### src/sv/pointer_motion_acceleration_macros.svh
// ----------------------------------------------------------------------------
// pointer motion acceleration assertion macros
// shared property forms for the block's concurrent checks
// ----------------------------------------------------------------------------
`ifndef POINTER_MOTION_ACCELERATION_MACROS_SVH
`define POINTER_MOTION_ACCELERATION_MACROS_SVH

// same-cycle implication
`define PMA_CHECK(lbl, clk, rst_n, ante, cons, msg) \
    lbl: assert property (@(posedge clk) disable iff (!rst_n) (ante) |-> (cons)) \
        else $error(msg);

// next-cycle implication
`define PMA_CHECK_NEXT(lbl, clk, rst_n, ante, cons, msg) \
    lbl: assert property (@(posedge clk) disable iff (!rst_n) (ante) |=> (cons)) \
        else $error(msg);

`endif

### src/sv/pma_pkg.sv
// ----------------------------------------------------------------------------
// pma_pkg
// types and fixed constants of the pointer motion acceleration block
// ----------------------------------------------------------------------------
package pma_pkg;

    typedef struct packed {
        logic signed [15:0] delta_x;
        logic signed [15:0] delta_y;
        logic        [31:0] time_ms;
    } pma_in_t;

    typedef struct packed {
        logic signed [7:0] report_x;
        logic signed [7:0] report_y;
    } pma_out_t;

    typedef struct packed {
        logic [6:0]  cpi_hundreds;
        logic [23:0] accel_start_speed;
        logic [23:0] accel_end_speed;
        logic [9:0]  gain_min;
        logic [9:0]  gain_max;
        logic [15:0] idle_reset_ms;
        logic        left_side;
        logic        mounting;
    } pma_cfg_t;

    // register indexes
    localparam logic [2:0] REG_CPI   = 3'd0;
    localparam logic [2:0] REG_START = 3'd1;
    localparam logic [2:0] REG_END   = 3'd2;
    localparam logic [2:0] REG_GMIN  = 3'd3;
    localparam logic [2:0] REG_GMAX  = 3'd4;
    localparam logic [2:0] REG_IDLE  = 3'd5;
    localparam logic [2:0] REG_LEFT  = 3'd6;
    localparam logic [2:0] REG_MOUNT = 3'd7;

    localparam logic [6:0]  CPI_DEFAULT   = 7'd5;
    localparam logic [6:0]  CPI_MAX       = 7'd120;
    localparam logic [23:0] START_DEFAULT = 24'd100;
    localparam logic [23:0] END_DEFAULT   = 24'd1000;
    localparam logic [9:0]  GMIN_DEFAULT  = 10'd100;
    localparam logic [9:0]  GMAX_DEFAULT  = 10'd100;
    localparam logic [15:0] IDLE_DEFAULT  = 16'd100;

    // serial divider geometry
    localparam int DIV_NUM_W = 42;
    localparam int DIV_DEN_W = 46;
    localparam int DIV_CNT_W = 6;

    localparam logic [DIV_CNT_W-1:0] STEPS_SPEED = 6'd33;
    localparam logic [DIV_CNT_W-1:0] STEPS_T     = 6'd34;
    localparam logic [DIV_CNT_W-1:0] STEPS_S     = 6'd30;
    localparam logic [DIV_CNT_W-1:0] STEPS_G     = 6'd20;
    localparam logic [DIV_CNT_W-1:0] STEPS_AXIS  = 6'd42;

    localparam logic [16:0] SPEED_SCALE = 17'd100000;
    localparam logic [13:0] CPI_SCALE   = 14'd100;
    localparam logic [9:0]  T_SCALE     = 10'd1000;
    localparam logic [11:0] CUBE_BASE   = 12'd3000;
    localparam logic [DIV_DEN_W-1:0] S_SCALE    = 46'd1000000;
    localparam logic [DIV_DEN_W-1:0] SPAN_SCALE = 46'd1000;
    localparam logic [DIV_DEN_W-1:0] GAIN_SCALE = 46'd100;

    localparam logic [31:0] ROOT_TOP = 32'h4000_0000;

endpackage

### src/sv/pma_regs.sv
// ----------------------------------------------------------------------------
// pma_regs
// configuration registers behind the bus port
// ----------------------------------------------------------------------------
module pma_regs (
    input  logic              clk,
    input  logic              rst_n,
    input  logic              psel,
    input  logic              penable,
    input  logic              pwrite,
    input  logic [4:0]        paddr,
    input  logic [31:0]       pwdata,
    output logic [31:0]       prdata,
    output pma_pkg::pma_cfg_t cfg,
    output logic              cpi_clear
);

    pma_pkg::pma_cfg_t cfg_reg;
    logic              wr;
    logic [2:0]        idx;
    logic [6:0]        cpi_in;
    logic [6:0]        cpi_fix;

    always_comb
    begin
        wr      = psel && penable && pwrite;
        idx     = paddr[4:2];
        cpi_in  = pwdata[6:0];
        if (cpi_in == 7'd0)
            cpi_fix = pma_pkg::CPI_DEFAULT;
        else if (cpi_in > pma_pkg::CPI_MAX)
            cpi_fix = pma_pkg::CPI_MAX;
        else
            cpi_fix = cpi_in;
    end

    always_ff @(posedge clk or negedge rst_n)
    begin
        if (!rst_n)
        begin
            cfg_reg.cpi_hundreds      <= pma_pkg::CPI_DEFAULT;
            cfg_reg.accel_start_speed <= pma_pkg::START_DEFAULT;
            cfg_reg.accel_end_speed   <= pma_pkg::END_DEFAULT;
            cfg_reg.gain_min          <= pma_pkg::GMIN_DEFAULT;
            cfg_reg.gain_max          <= pma_pkg::GMAX_DEFAULT;
            cfg_reg.idle_reset_ms     <= pma_pkg::IDLE_DEFAULT;
            cfg_reg.left_side         <= 1'b0;
            cfg_reg.mounting          <= 1'b0;
        end
        else if (wr)
        begin
            unique case (idx)
                pma_pkg::REG_CPI:   cfg_reg.cpi_hundreds      <= cpi_fix;
                pma_pkg::REG_START: cfg_reg.accel_start_speed <= pwdata[23:0];
                pma_pkg::REG_END:   cfg_reg.accel_end_speed   <= pwdata[23:0];
                pma_pkg::REG_GMIN:  cfg_reg.gain_min          <= pwdata[9:0];
                pma_pkg::REG_GMAX:  cfg_reg.gain_max          <= pwdata[9:0];
                pma_pkg::REG_IDLE:  cfg_reg.idle_reset_ms     <= pwdata[15:0];
                pma_pkg::REG_LEFT:  cfg_reg.left_side         <= pwdata[0];
                pma_pkg::REG_MOUNT: cfg_reg.mounting          <= pwdata[0];
                default:            ;
            endcase
        end
    end

    always_comb
    begin
        unique case (idx)
            pma_pkg::REG_CPI:   prdata = {25'd0, cfg_reg.cpi_hundreds};
            pma_pkg::REG_START: prdata = {8'd0, cfg_reg.accel_start_speed};
            pma_pkg::REG_END:   prdata = {8'd0, cfg_reg.accel_end_speed};
            pma_pkg::REG_GMIN:  prdata = {22'd0, cfg_reg.gain_min};
            pma_pkg::REG_GMAX:  prdata = {22'd0, cfg_reg.gain_max};
            pma_pkg::REG_IDLE:  prdata = {16'd0, cfg_reg.idle_reset_ms};
            pma_pkg::REG_LEFT:  prdata = {31'd0, cfg_reg.left_side};
            pma_pkg::REG_MOUNT: prdata = {31'd0, cfg_reg.mounting};
            default:            prdata = '0;
        endcase
    end

    assign cfg       = cfg_reg;
    assign cpi_clear = wr && (idx == pma_pkg::REG_CPI);

endmodule

### config.mk
export PLATFORM = sky130hd
export DESIGN_NAME = pma_regs
export DESIGN_NICKNAME = d
export VERILOG_FILES = /design/src/sv/pointer_motion_acceleration_macros.svh /design/src/sv/pma_pkg.sv /design/src/sv/pma_regs.sv
export SDC_FILE = /design/constraint.sdc
export NUM_CORES = 1
export LEC_CHECK = 0
export CAP_MARGIN = 10
export CORE_UTILIZATION = 59
export CTS_BUF_LIST = sky130_fd_sc_hd__clkbuf_4 sky130_fd_sc_hd__clkbuf_8
export DETAILED_ROUTE_END_ITERATION = 12
export DONT_BUFFER_PORTS = 1
export GPL_ROUTABILITY_DRIVEN = 0
export GPL_TIMING_DRIVEN = 0
export PLACE_DENSITY = 0.72
export SLEW_MARGIN = 20
export SYNTH_ARGS = -nofsm -noshare
export SYNTH_HDL_FRONTEND = slang
export SYNTH_SLANG_ARGS = --single-unit
### constraint.sdc
create_clock -name clk -period 3.1 [get_ports clk]
set_input_delay 0.31 -clock clk [delete_from_list [all_inputs] [get_ports clk]]
set_output_delay 0.31 -clock clk [all_outputs]
set_load 0.01 [all_outputs]
* Yosys cells after proc, flatten, opt, wreduce, memory -nomap -nowiden
Cells that the tools add are included.
Cells by class: $mul 0, reduce and logical (&&, ||, !) cells 13, add/sub/neg operators 0, div/mod/pow operators 0, mux-type cells 3, magnitude comparators 1, equality and inequality tests 7, shift-type cells 0, bitwise gates (word level) 0
Operators with widths (number):
- 32-bit one-hot mux with 8 select lines | 1
- 2-bit AND reduction | 8
- 7-bit 2-to-1 mux | 2
- 3-bit == test (second input constant) | 4
- 7-bit greater-than comparator (second input constant) | 1
- 7-bit logical NOT | 1
- 3-bit by 2-bit == test with 1-bit output (second input constant) | 2
- 3-bit by 1-bit == test with 1-bit output (second input constant) | 1
- 1-bit logical AND | 3
- 3-bit logical NOT | 1
Word-level totals: bits in registers 93, latch bits 0, RAM bits 0, word-level logic and storage cells 32, ROM bits 0, memories 0, bits of input ports 42, output and inout bits 126

* Longest topological paths before layout
depth in word-level cells 3, depth in mapped cells 6, mapped depth without buffers 3

* Worst setup path after synthesis
No wires, ideal clock.
kind in2out, start in paddr[2], end out prdata[13], stages on the path 5, path slack 1.460 ns, data required time 2.790 ns, data arrival time 1.330 ns, cell sequence buf_2 nor2b_1 buf_4 a22oi_1 o2bb2ai_1
On the way: word-level cells in the longest chain between the ends 2
RTL lines:
- start: declaration | line pma_regs.sv:11 | input logic [4:0] paddr,
- 3-bit == test (tied with other cells) | line pma_regs.sv:68 | unique case (idx)
- 32-bit one-hot mux with 8 select lines (*) | line pma_regs.sv:68
- end: declaration | line pma_regs.sv:13 | output logic [31:0] prdata,
Every way passes the cells marked *; elsewhere a longest branch is shown, timed or not. The select of a mux whose other input is x is not followed.

* Worst setup path in the final report
start in paddr[2], end out prdata[12]
The elaborated chain is that of the path after synthesis.

==> qor.yml <==
start_kind: "input pin"
register_area_um2: 2350
cp.required_ns: 2.79
die_area_um2: 7970
clkTransAtPathRegs_ns: 0.10
ys_types: 35
cp_slowest_cell: "nor2b_1"
place_area_um2: 4640
min_period_over_period_pct: 64.4
drive_gt1_share_pct: 49.4
cp_slowest_stage_delay_ns: 0.48
yosys_warnings: 0
htreeDepth: 3
dr_total_vias: 2748
rsz0062_at_grt: "false"
ys_top_cells_by_count: "82 x mux2_2, 73 x dfrtp_1, 20 x dfstp_2, 20 x mux2_4, 19 x a22oi_1"
wl_per_cell_um: 22.8
grt.overflow.total: 0
hold_buffers: 2
antenna_left: 0
io_pins: 168
synthCells: 321
synthArstFlopShare_pct: 100
p_clk_share_pct: 26.5
cts_tree: "built"
drc: 0
p_sw_share_pct: 30.9
die_w_um: 89.3
start_util_pct: 61.6
syn2layout_area_growth_pct: 8.83
grt_first_pass_wirelength_mm: 14.7
drv_cap: 0
via_per_inst: 6.18
synth.avg_cell_area_um2: 14.0
synthFlopType: "dfrtp_1"
antenna_found_initial: 0
worst-setup-path-type: "in2out"
io_buffers: 0
layout.nets: 383
fin_crit_ns: 2.00
crit_fanout: 10
setup_tns_ns: 0
pwr-share-comb_pct: 15.7
slew_headroom_pct: 51.6
setup_viol_count_final: 0
endpoint_kind: "output pin"
peakVddDrop_mv: 0.323
worstSetupStartpoint: "paddr[2]"
worstMarginPinSlew_ns: 0.725
cp_cell_sequence: "buf_2 > nor2b_1 > buf_4 > nand2_1 > a21oi_1"
diodes: 0
ys_seq_elements: 93
clock_skew_ns: 0
rr_startpoint: "cfg[21]"
fin_area_um2: 4890
num_rows: 31
cts_root_buffer: "clkbuf_8"
drt-initial-drc-count: 89
utilization_pct: 67.1
power.switching_mw: 0.980
dr.pass1.iters: 4
crit_family: "simple AND/OR/NAND/NOR gates"
synth_most_common_cell: "mux2_2"
synth_area_leader_cell: "dfrtp_1"
timing.final.ws_setup_ns: 1.10
multi_input_area_um2: 1950
grt_pass1_vias: 2809
cts_buffers: 9
largest_reg_flops: 93
fmax_ghz: 0.501
ys_seq_area_share_pct: 52.4
cp_num_buf_inv: 2
netlist_area_um2: 4490
post_cts_resize_count: 0
synth_top_area_share_pct: 40.7
synth_edf_count: 0
p_int_mw: 2.19
dpl_worst_slack_ns: 1.08
clock_path_buffers: 2
status: "finished, final reports clean"
hold_slack_ns: 0.0829
clkLatencyLatePin_ns: 0.35
post_cts_buffers: 0
cts.sinks: 93
track_usage_pct: 25.6
min-delay-start: "pwdata[1]"
drt_wl_total_mm: 10.2
maxSlewViolCount: 0
chipHeight_um: 89.3
powerDensity_nw_per_um2: 649
power.leakage_nw: 2.20
seqPwrFrac_pct: 57.8
hold_violations: 0
hpwl_mm: 6.99
grt_max_degree: 94
core_area_um2: 7290
cp.arrival_ns: 1.69
nFillCells: 579
hold_path_class: "in2reg"
synth_area_leaders: "dfrtp_1 41%, mux2_2 21%, dfstp_2 12%"
## cell families (layout without fill, tap and decap cells)
family,count (synthesis),count (layout),share of synthesized area (%)
AOI/OAI and AO/OA,46,46,7.69
buffers and inverters,31,49,4.73
DFF,93,93,52.4
muxes,111,111,29.8
other,1,8,0.0835
and+or+nand+nor,39,39,5.35
## worst paths after layout
| path | end | slack, ns | cells after the start |
|---|---|---|---|
| worst max-delay path | prdata[12] | 1.10 | 5 |
| max in group asynchronous | cfg[1] | 2.19 | 2 |
| worst max register to register | cfg[21] | 2.24 | 1 |
| worst min register to register | cfg[13] | 0.61 | 1 |
| min in group asynchronous | cfg[65] | 0.52 | 2 |
| worst min-delay path | cfg[87] | 0.08 | 2 |
## power groups by stage
stage / clock network, mW / registers, mW / logic [mW]
2_1_floorplan: 0 / 1.78 / 0.417
3_3_place_gp: 0 / 1.85 / 0.453
3_5_place_dp: 0 / 1.86 / 0.471
4_1_cts: 0.853 / 1.84 / 0.501
5_1_grt: 0.899 / 1.87 / 0.547
6_report: 0.840 / 1.83 / 0.498
## stage by stage
stage,instances,power (mW)
5_1_grt,445,3.32
4_1_cts,445,3.19
2_1_floorplan,328,2.20
3_5_place_dp,427,2.33
6_report,445,3.17
3_3_place_gp,427,2.30
## area by class of cell
cell class	instances	area share, %
clock inverters	6	1.46
plain buffers	26	3.97
repair buffers	2	0.768
clock buffers	10	2.81
flip-flops and latches	93	48.1
multi-input cells	204	40.0
inverters	5	0.384
well taps	99	2.53
## metal layers
metal / vias up / track usage (%) / wire length, µm
met3: 11 / 9.23 / 932
met2: 127 / 42.0 / 4920
met4: 0 / 7.36 / 117
met5: - / 0 / 0
met1: 1403 / 32.1 / 4190
li1: 1207 / - / -
## layout by cell type, fill, tap and decap left out, drive strengths merged
master and count:
conb 8, a221oi 7, nor4 1, o2bb2ai 5, o22a 3, mux4 2
nand2b 5, clkbuf 12, mux2 102, bufinv 1, o22ai 3, clkinv 2
clkinvlp 2, dfstp 20, nor2 15, nand2 4, buf 25, a22o 2
nor3 2, nand4 2, nor2b 4, nand4b 1, a21oi 7, or3 2
nand3 3, mux2i 7, inv 6, dfrtp 73, dlygate4sd3 1, a22oi 19
No activity file was read; power rests on OpenSTA's default activity.
