==> src/sv/pointer_motion_acceleration_macros.svh <==
// ----------------------------------------------------------------------------
// pointer motion acceleration assertion macros
// shared property forms for the block's concurrent checks
// ----------------------------------------------------------------------------
`ifndef POINTER_MOTION_ACCELERATION_MACROS_SVH
`define POINTER_MOTION_ACCELERATION_MACROS_SVH

// same-cycle implication
`define PMA_CHECK(lbl, clk, rst_n, ante, cons, msg) \
    lbl: assert property (@(posedge clk) disable iff (!rst_n) (ante) |-> (cons)) \
        else $error(msg);

// next-cycle implication
`define PMA_CHECK_NEXT(lbl, clk, rst_n, ante, cons, msg) \
    lbl: assert property (@(posedge clk) disable iff (!rst_n) (ante) |=> (cons)) \
        else $error(msg);

`endif

==> src/sv/pma_pkg.sv <==
// ----------------------------------------------------------------------------
// pma_pkg
// types and fixed constants of the pointer motion acceleration block
// ----------------------------------------------------------------------------
package pma_pkg;

    typedef struct packed {
        logic signed [15:0] delta_x;
        logic signed [15:0] delta_y;
        logic        [31:0] time_ms;
    } pma_in_t;

    typedef struct packed {
        logic signed [7:0] report_x;
        logic signed [7:0] report_y;
    } pma_out_t;

    typedef struct packed {
        logic [6:0]  cpi_hundreds;
        logic [23:0] accel_start_speed;
        logic [23:0] accel_end_speed;
        logic [9:0]  gain_min;
        logic [9:0]  gain_max;
        logic [15:0] idle_reset_ms;
        logic        left_side;
        logic        mounting;
    } pma_cfg_t;

    // register indexes
    localparam logic [2:0] REG_CPI   = 3'd0;
    localparam logic [2:0] REG_START = 3'd1;
    localparam logic [2:0] REG_END   = 3'd2;
    localparam logic [2:0] REG_GMIN  = 3'd3;
    localparam logic [2:0] REG_GMAX  = 3'd4;
    localparam logic [2:0] REG_IDLE  = 3'd5;
    localparam logic [2:0] REG_LEFT  = 3'd6;
    localparam logic [2:0] REG_MOUNT = 3'd7;

    localparam logic [6:0]  CPI_DEFAULT   = 7'd5;
    localparam logic [6:0]  CPI_MAX       = 7'd120;
    localparam logic [23:0] START_DEFAULT = 24'd100;
    localparam logic [23:0] END_DEFAULT   = 24'd1000;
    localparam logic [9:0]  GMIN_DEFAULT  = 10'd100;
    localparam logic [9:0]  GMAX_DEFAULT  = 10'd100;
    localparam logic [15:0] IDLE_DEFAULT  = 16'd100;

    // serial divider geometry
    localparam int DIV_NUM_W = 42;
    localparam int DIV_DEN_W = 46;
    localparam int DIV_CNT_W = 6;

    localparam logic [DIV_CNT_W-1:0] STEPS_SPEED = 6'd33;
    localparam logic [DIV_CNT_W-1:0] STEPS_T     = 6'd34;
    localparam logic [DIV_CNT_W-1:0] STEPS_S     = 6'd30;
    localparam logic [DIV_CNT_W-1:0] STEPS_G     = 6'd20;
    localparam logic [DIV_CNT_W-1:0] STEPS_AXIS  = 6'd42;

    localparam logic [16:0] SPEED_SCALE = 17'd100000;
    localparam logic [13:0] CPI_SCALE   = 14'd100;
    localparam logic [9:0]  T_SCALE     = 10'd1000;
    localparam logic [11:0] CUBE_BASE   = 12'd3000;
    localparam logic [DIV_DEN_W-1:0] S_SCALE    = 46'd1000000;
    localparam logic [DIV_DEN_W-1:0] SPAN_SCALE = 46'd1000;
    localparam logic [DIV_DEN_W-1:0] GAIN_SCALE = 46'd100;

    localparam logic [31:0] ROOT_TOP = 32'h4000_0000;

endpackage

==> src/sv/pma_div.sv <==
// ----------------------------------------------------------------------------
// pma_div
// restoring divider, one quotient bit per cycle, shared by all divisions
// ----------------------------------------------------------------------------
module pma_div (
    input  logic                           clk,
    input  logic                           rst_n,
    input  logic                           start,
    input  logic [pma_pkg::DIV_NUM_W-1:0]  num,
    input  logic [pma_pkg::DIV_DEN_W-1:0]  den,
    input  logic [pma_pkg::DIV_CNT_W-1:0]  steps,
    output logic                           done,
    output logic [pma_pkg::DIV_NUM_W-1:0]  quot
);

    localparam int NW = pma_pkg::DIV_NUM_W;
    localparam int DW = pma_pkg::DIV_DEN_W;

    logic [NW-1:0]                 quo_reg, quo_next;
    logic [DW-1:0]                 rem_reg, rem_next;
    logic [DW-1:0]                 den_reg;
    logic [pma_pkg::DIV_CNT_W-1:0] cnt_reg;
    logic                          done_reg;
    logic [DW:0]                   shifted;
    logic [DW:0]                   diff;
    logic                          fits;

    // numerator arrives left aligned so the quotient ends in the low bits
    always_comb
    begin
        shifted  = {rem_reg, quo_reg[NW-1]};
        fits     = shifted >= {1'b0, den_reg};
        diff     = shifted - {1'b0, den_reg};
        rem_next = fits ? diff[DW-1:0] : shifted[DW-1:0];
        quo_next = {quo_reg[NW-2:0], fits};
    end

    always_ff @(posedge clk or negedge rst_n)
    begin
        if (!rst_n)
        begin
            cnt_reg  <= '0;
            done_reg <= 1'b0;
        end
        else
        begin
            done_reg <= 1'b0;
            if (start)
            begin
                cnt_reg <= steps;
            end
            else if (cnt_reg != '0)
            begin
                cnt_reg  <= cnt_reg - 1'b1;
                done_reg <= (cnt_reg == pma_pkg::DIV_CNT_W'(1));
            end
        end
    end

    always_ff @(posedge clk)
    begin
        if (start)
        begin
            quo_reg <= num;
            rem_reg <= '0;
            den_reg <= den;
        end
        else if (cnt_reg != '0)
        begin
            quo_reg <= quo_next;
            rem_reg <= rem_next;
        end
    end

    assign done = done_reg;
    assign quot = quo_reg;

endmodule

==> config.mk <==
export PLATFORM = sky130hd
export DESIGN_NAME = pma_div
export DESIGN_NICKNAME = d
export VERILOG_FILES = /design/src/sv/pointer_motion_acceleration_macros.svh /design/src/sv/pma_pkg.sv /design/src/sv/pma_div.sv
export SDC_FILE = /design/constraint.sdc
export NUM_CORES = 1
export LEC_CHECK = 0
export BUFFER_PORTS_ARGS = -buffer_cell sky130_fd_sc_hd__buf_4
export CORE_AREA = 2 2 148 150
export DETAILED_ROUTE_END_ITERATION = 16
export DIE_AREA = 0 0 150 152
export SYNTH_ARGS = -nofsm -noshare
export SYNTH_HDL_FRONTEND = slang
export SYNTH_SLANG_ARGS = --single-unit
==> constraint.sdc <==
create_clock -name clk -period 3.4 [get_ports clk]
set_input_delay 0.34 -clock clk [delete_from_list [all_inputs] [get_ports clk]]
set_output_delay 0.34 -clock clk [all_outputs]
set_load 0.01 [all_outputs]
After elaboration in Yosys (flattened, before gate mapping)
Index checks and enable logic that the tools add are counted.
Widths: inputs -> output; s select.
- $add $sub $neg: 2
- order comparisons: 1
- equal/unequal tests: 1
- multiplexer cells: 7
- reductions and logical operators: 2
- operators with widths (operator ; number):
    $mux 42 ; 2
    $ge 47x46->1 ; 1
    $mux 46 ; 1
    $sub 46x46->46 ; 1
    $mux 6 ; 2
    $eq 6x1->1 const B ; 1
    $reduce_bool 6->1 ; 1
    $sub 6x1->6 const B ; 1
    $mux 1 ; 2
    $reduce_bool 2->1 ; 1
- register bits after elaboration: 141
- input port bits: 97
- output and inout bits: 43

Depth between registers and ports, before layout
Gate-level depths: netlist of run 1.
- depth after elaboration: 3
- gate-level depth with buffers: 14
- depth with buffers taken out: 13

Worst setup path before layout of run 1
OpenSTA, ideal clock, no wires.
- path type: flip-flop to flip-flop
- from: register quo_reg[41], in the netlist quot[41]
- to: register rem_reg[42]
- arrival: 2.881 ns
- data required time: 3.278 ns
- slack: 0.397 ns
- stages on the path, launching flop included: 14
- buffers on the path: 0
- period minus slack after synthesis: 3.003 ns
- cells stage by stage: edfxtp_1 > inv_1 > ha_1 > inv_1 > fa_1 > a21o_1 > a221oi_1 > o211a_1 > o211ai_2 > o2bb2ai_1 > o31ai_1 > a211oi_1 > xor2_1 > o21ai_1
- cells in the longest elaborated chain, start to end: 2
- elaborated cells on any way between the ends: 3
- RTL lines (item ; line ; source):
    from (decl) ; pma_div.sv:19 ; logic [NW-1:0] quo_reg, quo_next;
    from (signal assigned) ; pma_div.sv:64 ; quo_reg <= num;
    from (signal assigned) ; pma_div.sv:70 ; quo_reg <= quo_next;
    $sub 46x46->46 or $ge 47x46->1 (tied branches) ; pma_div.sv:33, pma_div.sv:32 ;
    $mux 46 * ; pma_div.sv:34 ; rem_next = fits ? diff[DW-1:0] : shifted[DW-1:0];
    to (signal assigned) ; pma_div.sv:71 ; rem_reg <= rem_next;
    to (decl) ; pma_div.sv:20 ; logic [DW-1:0] rem_reg, rem_next;
Every way passes the cells marked *; elsewhere a longest branch is shown, timed or not.
A chain may end at the register's enable or synchronous reset.

Final worst setup path of run 1
Ends and elaborated chain as after synthesis.

==> results of run 1 <==
## kinds of logic after synthesis
| group | after synthesis |
|---|---|
| compound gates | 224 |
| xor+xnor | 41 |
| fa+ha+maj | 49 |
| buf+inv | 104 |
| flops | 141 |
| mux | 73 |
| simple gates | 184 |
## metrics by stage
stage	area [um2]	util (%)	power, uW	hold WS (ns)	setup slack (ns)
after CTS	10200	47.7	8040	0.0770	0.142
after global placement	9600	44.9	6130	0.161	0.308
after global routing	10200	47.8	8620	0.0711	0.0253
final	10200	47.8	8030	0.0861	0.236
after detailed placement	9600	44.9	6150	0.161	0.175
after floorplan	8320	-	5320	0.0444	0.397
## Yosys cell counts (9+ instances only)
master     n
edfxtp_1  88
nand2_1   79
inv_1     62
a21oi_1   52
ha_1      48
dfxtp_1   46
mux2_2    42
o21ai_0   40
clkbuf_1  31
mux2i_1   31
o21ai_1   30
nor2_1    25
a21o_1    22
nand3_1   22
xor2_1    22
xnor2_1   19
nand4_1   12
a32oi_1   11
nor3_1    11
a211oi_1   9
## layer usage
metal,vias up,global-route usage (%)
li1,3249,-
met1,3076,24.5
met2,190,29.5
met3,30,4.41
met4,0,5.71
met5,-,0
## worst paths after layout
check / from / slack [ns] / endpoint
min: den[1] / 0.09 / den_reg[1]
min reg2reg: rem_reg[34] / 0.47 / rem_reg[34]
max in group asynchronous: rst_n / 3.01 / cnt_reg[3]
max: quot[41] / 0.24 / rem_reg[42]
max reg2reg: quot[41] / 0.24 / rem_reg[42]
min in group asynchronous: rst_n / 0.27 / cnt_reg[1]
## what timing repair did
action,CTS,global route
endpoints found under the hold margin,7,0
hold buffers,1,0
setup endpoints to repair,0,10
resized for setup,0,3
## worst reg2reg max path, stage by stage, from the launching register on
cell	delay (ns)
edfxtp_1	0.41
inv_1	0.08
ha_1	0.16
inv_1	0.05
fa_1	0.39
a21o_1	0.22
a221oi_2	0.31
o211a_1	0.27
o211ai_2	0.17
o2bb2ai_1	0.31
o31ai_1	0.16
a211oi_1	0.26
xor2_1	0.18
o21ai_1	0.07
## cell type report
class | instances | area, um2 | area share, %
timing repair buffer | 153 | 1160 | 11.4
clock inverter | 15 | 155 | 1.52
multi-input combinational | 571 | 4130 | 40.5
clock buffer | 17 | 425 | 4.17
tap | 280 | 350 | 3.44
inverter | 62 | 233 | 2.28
sequential | 141 | 3740 | 36.7
## power by group
group          switching (uW)  internal [uW]  total, uW
clock                     819           1030       1850
combinational            2050           1630       3680
sequential                277           2220       2490
total                    3150           4880       8030
==> flow_metrics.py, run 1 <==
metrics = {
    "cells_and_area": {
        "antenna_cells": 0,
        "area_delta_synth_final_pct": 22.6,
        "mostFrequentLayoutCells": "151 x buf_4, 88 x edfxtp_1, 79 x nand2_1, 62 x inv_1, 52 x a21oi_1",
        "drive_above_1_share_pct": 25.0,
        "fillCellCount": 2049,
        "post_layout_nets": 1092,
        "layout.cells.most_common": "buf_4",
        "instances_no_fill": 1239,
    },
    "logic_synthesis": {
        "synth_nets": 962,
        "yosys_warnings": 0,
        "synth.cell_area_mm2": 0.00832,
        "netlist.top_cell.by_area": "edfxtp_1",
        "largest_family_of_logic_cells_by_synthesized_area": "compound AO/OA/AOI/OAI gates",
        "synth_adder_area_share_pct": 7.46,
        "synth.mux.area_fraction_pct": 9.42,
        "asyncSetResetFlopFracSynth_pct": 4.96,
        "yosys.cell_types.count": 69,
        "synth-compound-area-share_pct": 17.7,
        "synth_enable_flop_cells": 88,
        "postSynthRegisterBits": 141,
        "synth.top_cells.by_area": "edfxtp_1 32%, dfxtp_1 11%, ha_1 7.2%",
        "post_synth_xor_xnor_area_pct": 4.32,
        "post_synth_and_or_nand_nor_area_fraction_pct": 10.6,
        "synth.top_cell.area_share_pct": 31.8,
        "synth.yosys.seq_area_share_pct": 44.9,
        "postSynthCellCount": 816,
        "synthesized_area_per_cell_um2": 10.2,
        "synth_ff_type": "edfxtp_1",
    },
    "global_routing": {
        "overflow": 0,
        "gr-usage-all-layers_pct": 18.4,
        "grt_pass1_wl_um": 33700,
        "antenna_violations_before_repair": 0,
        "vias_in_the_first_global_route": 6636,
        "grt_max_degree": 47,
    },
    "die": {
        "die_h_um": 152,
        "die_w_um": 150,
        "io_pins": 140,
        "core.rowCount": 54,
        "core_area_mm2": 0.0214,
        "area_of_the_die_mm2": 0.0228,
        "initial_utilization_pct": 39.0,
    },
    "route": {
        "routed_wl_um": 20300,
        "highest-signal-layer": "met4",
        "route.detailed.wl_per_inst_um": 16.4,
        "routed_via_density": 5.28,
        "vias": 6545,
        "drtAntennaViolNets": 0,
        "drt-initial-drc-count": 475,
        "met3RoutedLength_um": 1180,
        "wl_met2_um": 9530,
        "detail_route.first_pass.iterations": 5,
        "detail_route.wirelength.met1_um": 9230,
        "drc": 0,
    },
    "setup_path": {
        "cp.buffers_inverters": 2,
        "critical_path_cell_by_cell": "inv_1 -> ha_1 -> inv_1 -> fa_1 -> a21o_1 -> a221oi_2 -> o211a_1 -> o211ai_2 -> o2bb2ai_1 -> o31ai_1 -> a211oi_1 -> xor2_1 -> o21ai_1",
        "timing.critical_path.fanout_max": 5,
        "critical-path-slowest-cell": "edfxtp_1",
        "timing.critical_path.slowest_cell_delay_ns": 0.41,
        "setup.worst_path.start_class": "register",
        "worst-path-stages": 13,
        "timing.critical_path.required_ns": 3.70,
        "critPathKind": "reg2reg",
        "cp.arrival_ns": 3.46,
        "timing.critical_path.mode_cell": "inv_1",
        "cp_top_family": "compound AO/OA/AOI/OAI gates",
        "reg2reg_depth": 13,
        "critical_path.endpoint_type": "register",
    },
    "worst_hold_path": {
        "worst_min_delay_path_category": "in2reg",
        "timing.hold.worst_path_depth": 1,
    },
    "sta": {
        "final.period_utilization_pct": 93.1,
        "finalHoldViolCount": 0,
        "grt_setup_unrepaired": "no",
        "report.final.slew_viol_count": 0,
        "worst_slew_pin_slew_ns": 0.560,
        "finalCriticalPeriod_ns": 3.16,
        "slew_headroom_pct": 62.3,
        "max_clock_freq_mhz": 316,
        "setup_violations": 0,
        "setup_total_negative_slack_ns": 0,
        "finClkSkew_ns": 0.00989,
    },
    "place": {
        "final_wtd_congestion": 0.875,
        "dp_hpwl_um": 14600,
        "placed_cells": 1206,
        "numPortBuffers": 139,
    },
    "power_and_ir_drop": {
        "peak_supply_drop_uv": 502,
        "powerDensity_mw_per_mm2": 787,
        "leakage_power_total_uw": 0.00461,
    },
    "cts": {
        "postCtsSetupRepairBufs": 0,
        "cts-root-buf": "clkbuf_16",
        "clock_sink_count": 141,
        "cts_max_level": 4,
        "tritoncts": "yes",
        "path_clk_slew_ns": 0.07,
        "numCtsBuffers": 17,
        "clk-insertion-delay-late_ns": 0.43,
        "cts_max_path_buffers": 2,
    },
    "run": {
        "drv.max_cap_violation_count": 0,
    },
    "run_status": {
        "status": "completed",
    },
}
Power figures use the tool's default switching activity.
==> inputs of run 2 (changes only) <==
==> constraint.sdc (replaced) <==
create_clock -name clk -period 3.4 [get_ports clk]
set_input_delay 1.02 -clock clk [delete_from_list [all_inputs] [get_ports clk]]
set_output_delay 1.02 -clock clk [all_outputs]
set_load 0.01 [all_outputs]
==> run 2 against run 1 <==
- utilization rose by 0.29 points
- first-iteration DRC count fell by 36%
- die area did not move
- sequential power barely moved
- final cell count rose by 0.16%
- combinational power fell by 1%
- critical path depth did not move
- sequential share of layout area fell by 0.22 points
- fmax rose by 0.92%
- power rose by 1.2%
- worst hold slack improved by 0.29 ns
- non-clock buffer count rose by 2
- critical path type unchanged
- highest routed layer unchanged
==> flow_metrics.py, run 2 (synthesized netlist as in run 1, its figures left out) <==
metrics = {
    "power_and_ir_drop": {
        "powerDensity_mw_per_mm2": 791,
        "leakage_power_total_uw": 0.00465,
        "report.power.total_uw": 8120,
        "peak_supply_drop_uv": 350,
    },
    "cts": {
        "clk-insertion-delay-late_ns": 0.44,
        "cts_hold_buf": 0,
        "cts-root-buf": "clkbuf_16",
        "cts_max_path_buffers": 2,
        "clock_sink_count": 141,
        "cts_max_level": 4,
        "path_clk_slew_ns": 0.08,
        "tritoncts": "yes",
        "numCtsBuffers": 17,
        "postCtsSetupRepairBufs": 0,
    },
    "route": {
        "vias": 6448,
        "drt-initial-drc-count": 304,
        "detail_route.first_pass.iterations": 5,
        "routed_via_density": 5.20,
        "route.detailed.wl_per_inst_um": 16.3,
        "detail_route.wirelength.met1_um": 9220,
        "routed_wl_um": 20200,
        "drtAntennaViolNets": 0,
        "drc": 0,
        "highest-signal-layer": "met4",
        "wl_met2_um": 9640,
        "met3RoutedLength_um": 983,
    },
    "global_routing": {
        "grt_max_degree": 47,
        "vias_in_the_first_global_route": 6502,
        "gr-usage-all-layers_pct": 18.2,
        "grt_pass1_wl_um": 33100,
        "antenna_violations_before_repair": 0,
        "overflow": 0,
    },
    "place": {
        "placed_cells": 1209,
        "dp_hpwl_um": 14900,
        "final_wtd_congestion": 0.830,
        "numPortBuffers": 139,
    },
    "die": {
        "core.rowCount": 54,
        "initial_utilization_pct": 39.0,
        "die_w_um": 150,
        "io_pins": 140,
        "area_of_the_die_mm2": 0.0228,
        "die_h_um": 152,
        "core_area_mm2": 0.0214,
    },
    "sta": {
        "final.period_utilization_pct": 92.2,
        "slew_headroom_pct": 59.2,
        "finalCriticalPeriod_ns": 3.13,
        "report.final.slew_viol_count": 0,
        "grt_setup_unrepaired": "no",
        "setup_violations": 0,
        "max_clock_freq_mhz": 319,
        "finClkSkew_ns": 0.0167,
        "setup_total_negative_slack_ns": 0,
        "worst_slew_pin_slew_ns": 0.606,
        "finalHoldViolCount": 0,
    },
    "cells_and_area": {
        "antenna_cells": 0,
        "fillCellCount": 2072,
        "instances_no_fill": 1241,
        "drive_above_1_share_pct": 25.4,
        "layout.cells.most_common": "buf_4",
        "post_layout_nets": 1094,
        "area.sequential_mm2": 0.00374,
        "area_delta_synth_final_pct": 23.4,
        "mostFrequentLayoutCells": "155 x buf_4, 88 x edfxtp_1, 79 x nand2_1, 62 x inv_1, 52 x a21oi_1",
        "multiInputGateArea_mm2": 0.00413,
    },
    "setup_path": {
        "timing.critical_path.mode_cell": "inv_1",
        "r2r_start": "quot[41]",
        "cp.arrival_ns": 3.44,
        "critical-path-slowest-cell": "edfxtp_1",
        "critical_path_cell_by_cell": "inv_1 -> ha_1 -> inv_1 -> fa_1 -> a21o_1 -> a221oi_2 -> o211a_1 -> o211ai_2 -> a31oi_1 -> nor2_1 -> a211oi_1 -> xor2_1 -> o21ai_0",
        "setup.worst_path.start_class": "register",
        "cp_top_family": "compound AO/OA/AOI/OAI gates",
        "timing.critical_path.fanout_max": 5,
        "cp.buffers_inverters": 2,
        "critical_path.endpoint_type": "register",
        "timing.critical_path.required_ns": 3.70,
        "critPathKind": "reg2reg",
        "timing.critical_path.slowest_cell_delay_ns": 0.42,
        "timing.critical_path.from": "quot[41]",
    },
    "run_status": {
        "status": "completed",
    },
    "run": {
        "drv.max_cap_violation_count": 0,
    },
    "worst_hold_path": {
        "worst_min_delay_path_category": "in2async",
    },
}
[run 2: worst register-to-register path: cells and delay by family (launching register included)]
family | cells | cell delay, ns
xor+xnor | 1 | 0.17
flops | 1 | 0.42
buf+inv | 2 | 0.13
compound gates | 7 | 1.67
simple gates | 1 | 0.08
fa+ha+maj | 2 | 0.55
[run 2: path summary, 6_finish.rpt]
kind | cells past startpoint | slack [ns] | endpoint
worst min register to register | 2 | 0.47 | rem_reg[13]
worst min-delay path | 1 | 0.38 | cnt_reg[2]
worst max register to register | 13 | 0.27 | rem_reg[32]
max in group asynchronous | 1 | 2.88 | cnt_reg[4]
min in group clk | 2 | 0.47 | rem_reg[13]
worst max-delay path | 13 | 0.27 | rem_reg[32]
[run 2: layout make-up]
cell class                      instances  area share (%)
Clock inverter                         15            2.12
Timing Repair Buffer                  155            11.3
Clock buffer                           17            4.15
Tap cell                              280            3.41
Sequential cell                       141            36.4
Inverter                               62            2.27
Multi-Input combinational cell        571            40.3
[run 2: what timing repair did]
item                                    CTS  global route
endpoints found under the setup margin    0             3
hold endpoints to repair                  0             0
gates resized for setup                   0             3
[run 2: power breakdown]
part	total (uW)	switching, uW	internal [uW]
Clock	2000	916	1080
Combinational	3630	2020	1610
Sequential	2490	278	2220
[run 2: layer usage]
| layer | vias to the layer above | GRT usage, % |
|---|---|---|
| met1 | 3038 | 23.8 |
| met5 | - | 0 |
| met2 | 126 | 29.6 |
| met4 | 0 | 5.08 |
| li1 | 3258 | - |
| met3 | 26 | 4.59 |
[run 2: per-stage QoR]
stage | area [um2] | hold slack [ns] | setup WS [ns] | util, %
finish | 10300 | 0.380 | 0.265 | 48.1
floorplan | 8320 | 0.445 | 0.248 | -
global placement | 9610 | 0.457 | 0.287 | 45.0
detailed placement | 9610 | 0.462 | 0.165 | 45.0
CTS | 10200 | 0.362 | 0.133 | 48.0
global route | 10300 | 0.369 | 0.00652 | 48.1
==> inputs of run 3 (changes only) <==
--- a/config.mk
+++ b/config.mk
@@ -9,6 +9,8 @@
 export CORE_AREA = 2 2 148 150
 export DETAILED_ROUTE_END_ITERATION = 16
 export DIE_AREA = 0 0 150 152
+export PLACE_DENSITY_LB_ADDON = 0.15
+export SETUP_SLACK_MARGIN = 0.3
 export SYNTH_ARGS = -nofsm -noshare
 export SYNTH_HDL_FRONTEND = slang
 export SYNTH_SLANG_ARGS = --single-unit
==> run 3 against run 2 <==
- clock-buffer cell count did not move
- clock power fell by 6%
- flip-flop and latch count did not move
- clock skew rose by 0.0015 ns
- utilization rose by 0.88 points
- first-iteration DRC count rose by 0.33%
- final area rose by 1.8%
- register-to-register slack improved by 0.14 ns
- sequential share of layout area fell by 0.65 points
- critical path depth did not move
- sequential power barely moved
- fmax rose by 4.8%
- critical path type unchanged
- critical endpoint is now rem_reg[12]
- largest power group unchanged
==> flow_metrics.py, run 3 (synthesized netlist as in run 1, its figures left out) <==
metrics = {
    "run_status": {
        "status": "completed",
    },
    "global_routing": {
        "antenna_violations_before_repair": 0,
        "overflow": 0,
        "gr-usage-all-layers_pct": 18.2,
        "vias_in_the_first_global_route": 6328,
        "met3_usage_pct": 4.26,
        "grt_pass1_wl_um": 32900,
        "grt.met2_usage_pct": 28.2,
        "globalRoute.busiestLayer": "met2",
        "met1_routing_resource_usage_after_global_routing_pct": 25.3,
        "grt_max_degree": 75,
    },
    "sta": {
        "fin_worst_hold_slack_ns": 0.378,
        "grt_setup_unrepaired": "yes",
        "setup_violations": 0,
        "report.final.slew_viol_count": 0,
        "worst_slew_pin_slew_ns": 0.675,
        "finalCriticalPeriod_ns": 2.99,
        "max_clock_freq_mhz": 334,
        "setup_total_negative_slack_ns": 0,
        "finalHoldViolCount": 0,
        "slew_headroom_pct": 54.6,
        "finClkSkew_ns": 0.0181,
        "final.period_utilization_pct": 88.0,
    },
    "route": {
        "drt-initial-drc-count": 305,
        "drc": 0,
        "routed_via_density": 5.19,
        "drtAntennaViolNets": 0,
        "vias": 6453,
        "detail_route.first_pass.iterations": 5,
        "route.detailed.wl_per_inst_um": 16.6,
        "routed_wl_um": 20600,
    },
    "setup_path": {
        "timing.critical_path.from": "den_reg[8]",
        "setup.worst_path.start_class": "register",
        "cp.buffers_inverters": 3,
        "critical_path_cell_by_cell": "inv_1 -> ha_2 -> a21oi_2 -> o21bai_4 -> a2111oi_4 -> o211ai_2 -> a211oi_2 -> o21bai_2 -> a21oi_4 -> buf_4 -> clkbuf_16 -> mux2i_1 -> o21ai_1",
        "reg2reg_depth": 13,
        "crit_path_end": "rem_reg[12]",
        "critical_path.endpoint_type": "register",
        "r2r_end": "rem_reg[12]",
        "timing.critical_path.required_ns": 3.71,
        "worst-path-stages": 13,
        "critical-path-slowest-cell": "edfxtp_1",
        "critPathKind": "reg2reg",
        "timing.critical_path.fanout_max": 10,
        "cp.arrival_ns": 3.30,
        "timing.critical_path.slowest_cell_delay_ns": 0.40,
        "reg2reg_setup_slack_ns": 0.41,
        "r2r_start": "den_reg[8]",
        "cp_top_family": "compound AO/OA/AOI/OAI gates",
    },
    "cts": {
        "cts_max_level": 4,
        "numCtsBuffers": 17,
        "cts-root-buf": "clkbuf_16",
        "cts_max_path_buffers": 2,
        "tritoncts": "yes",
        "clock_sink_count": 141,
        "path_clk_slew_ns": 0.08,
        "clk-insertion-delay-late_ns": 0.44,
    },
    "run": {
        "drv.max_cap_violation_count": 0,
    },
    "cells_and_area": {
        "fillCellCount": 2032,
        "layout.cells.most_common": "buf_4",
        "final_core_util_pct": 48.9,
        "post_layout_nets": 1097,
        "final_design_area_no_fill_mm2": 0.0104,
        "drive_above_1_share_pct": 27.7,
        "area_delta_synth_final_pct": 25.6,
        "antenna_cells": 0,
        "mostFrequentLayoutCells": "151 x buf_4, 88 x edfxtp_1, 79 x nand2_1, 61 x inv_1, 49 x a21oi_1",
    },
    "power_and_ir_drop": {
        "leakage_power_total_uw": 0.00469,
        "report.power.total_uw": 8360,
        "powerDensity_mw_per_mm2": 800,
        "peak_supply_drop_uv": 371,
    },
    "die": {
        "area_of_the_die_mm2": 0.0228,
        "die_w_um": 150,
        "core_area_mm2": 0.0214,
        "initial_utilization_pct": 39.0,
        "core.rowCount": 54,
        "die_h_um": 152,
        "io_pins": 140,
    },
    "place": {
        "dp_hpwl_um": 14700,
        "final_wtd_congestion": 0.823,
        "post_dp_cell_area_mm2": 0.00961,
        "numPortBuffers": 139,
    },
    "worst_hold_path": {
        "worst_min_delay_path_category": "in2async",
    },
}
==> run 3: changes by cell type in the layout (fill, tap and decap cells not counted), sizes merged <==
cell | before | now
buf | 155 | 156
inv | 69 | 68
clkinvlp | 0 | 2
bufinv | 1 | 0
clkbuf | 17 | 19
==> run 3: area by class of cell <==
type	count	area [um2]	area share, %
inverter	62	236	2.26
sequential	141	3740	35.8
tap	280	350	3.35
timing repair buffer	158	1280	12.2
clock buffer	17	425	4.07
multi-input combinational	571	4250	40.6
clock inverter	15	174	1.66
==> run 3: routing by layer <==
layer  vias to the layer above  routed length [um]
met1                      3040                9850
li1                       3269                   -
met5                         -                   0
met2                       121                9610
met3                        23                 926
met4                         0                 221
==> run 3: how the worst min path moves through the flow <==
stage	startpoint	end	slack, ns	depth (start not counted)
floorplan	rem_reg[11]	rem_reg[11]	0.45	2
global placement	rem_reg[4]	rem_reg[4]	0.46	2
detailed placement	rem_reg[13]	rem_reg[13]	0.46	2
CTS	rst_n	cnt_reg[1]	0.37	1
global route	rst_n	cnt_reg[1]	0.37	1
finish	rst_n	cnt_reg[1]	0.38	1
==> run 3: what timing repair did <==
action                                  CTS  global route
cloned                                    0             2
gates resized for setup                   4            28
hold buffers                              0             0
buffers inserted                          0             6
pin swaps                                 0            10
endpoints found under the setup margin    5            47
==> run 3: stage by stage <==
step	cells	setup WS, ns
after floorplan	816	0.397
after global placement	1204	0.349
after detailed placement	1204	0.184
after CTS	1236	0.299
after global routing	1244	0.248
final	1244	0.408
==> run 3: power by group <==
group | internal, uW | leakage, uW | switching [uW]
sequential | 2220 | 0.00135 | 281
combinational | 1830 | 0.00304 | 2150
clock | 989 | 0.000290 | 894
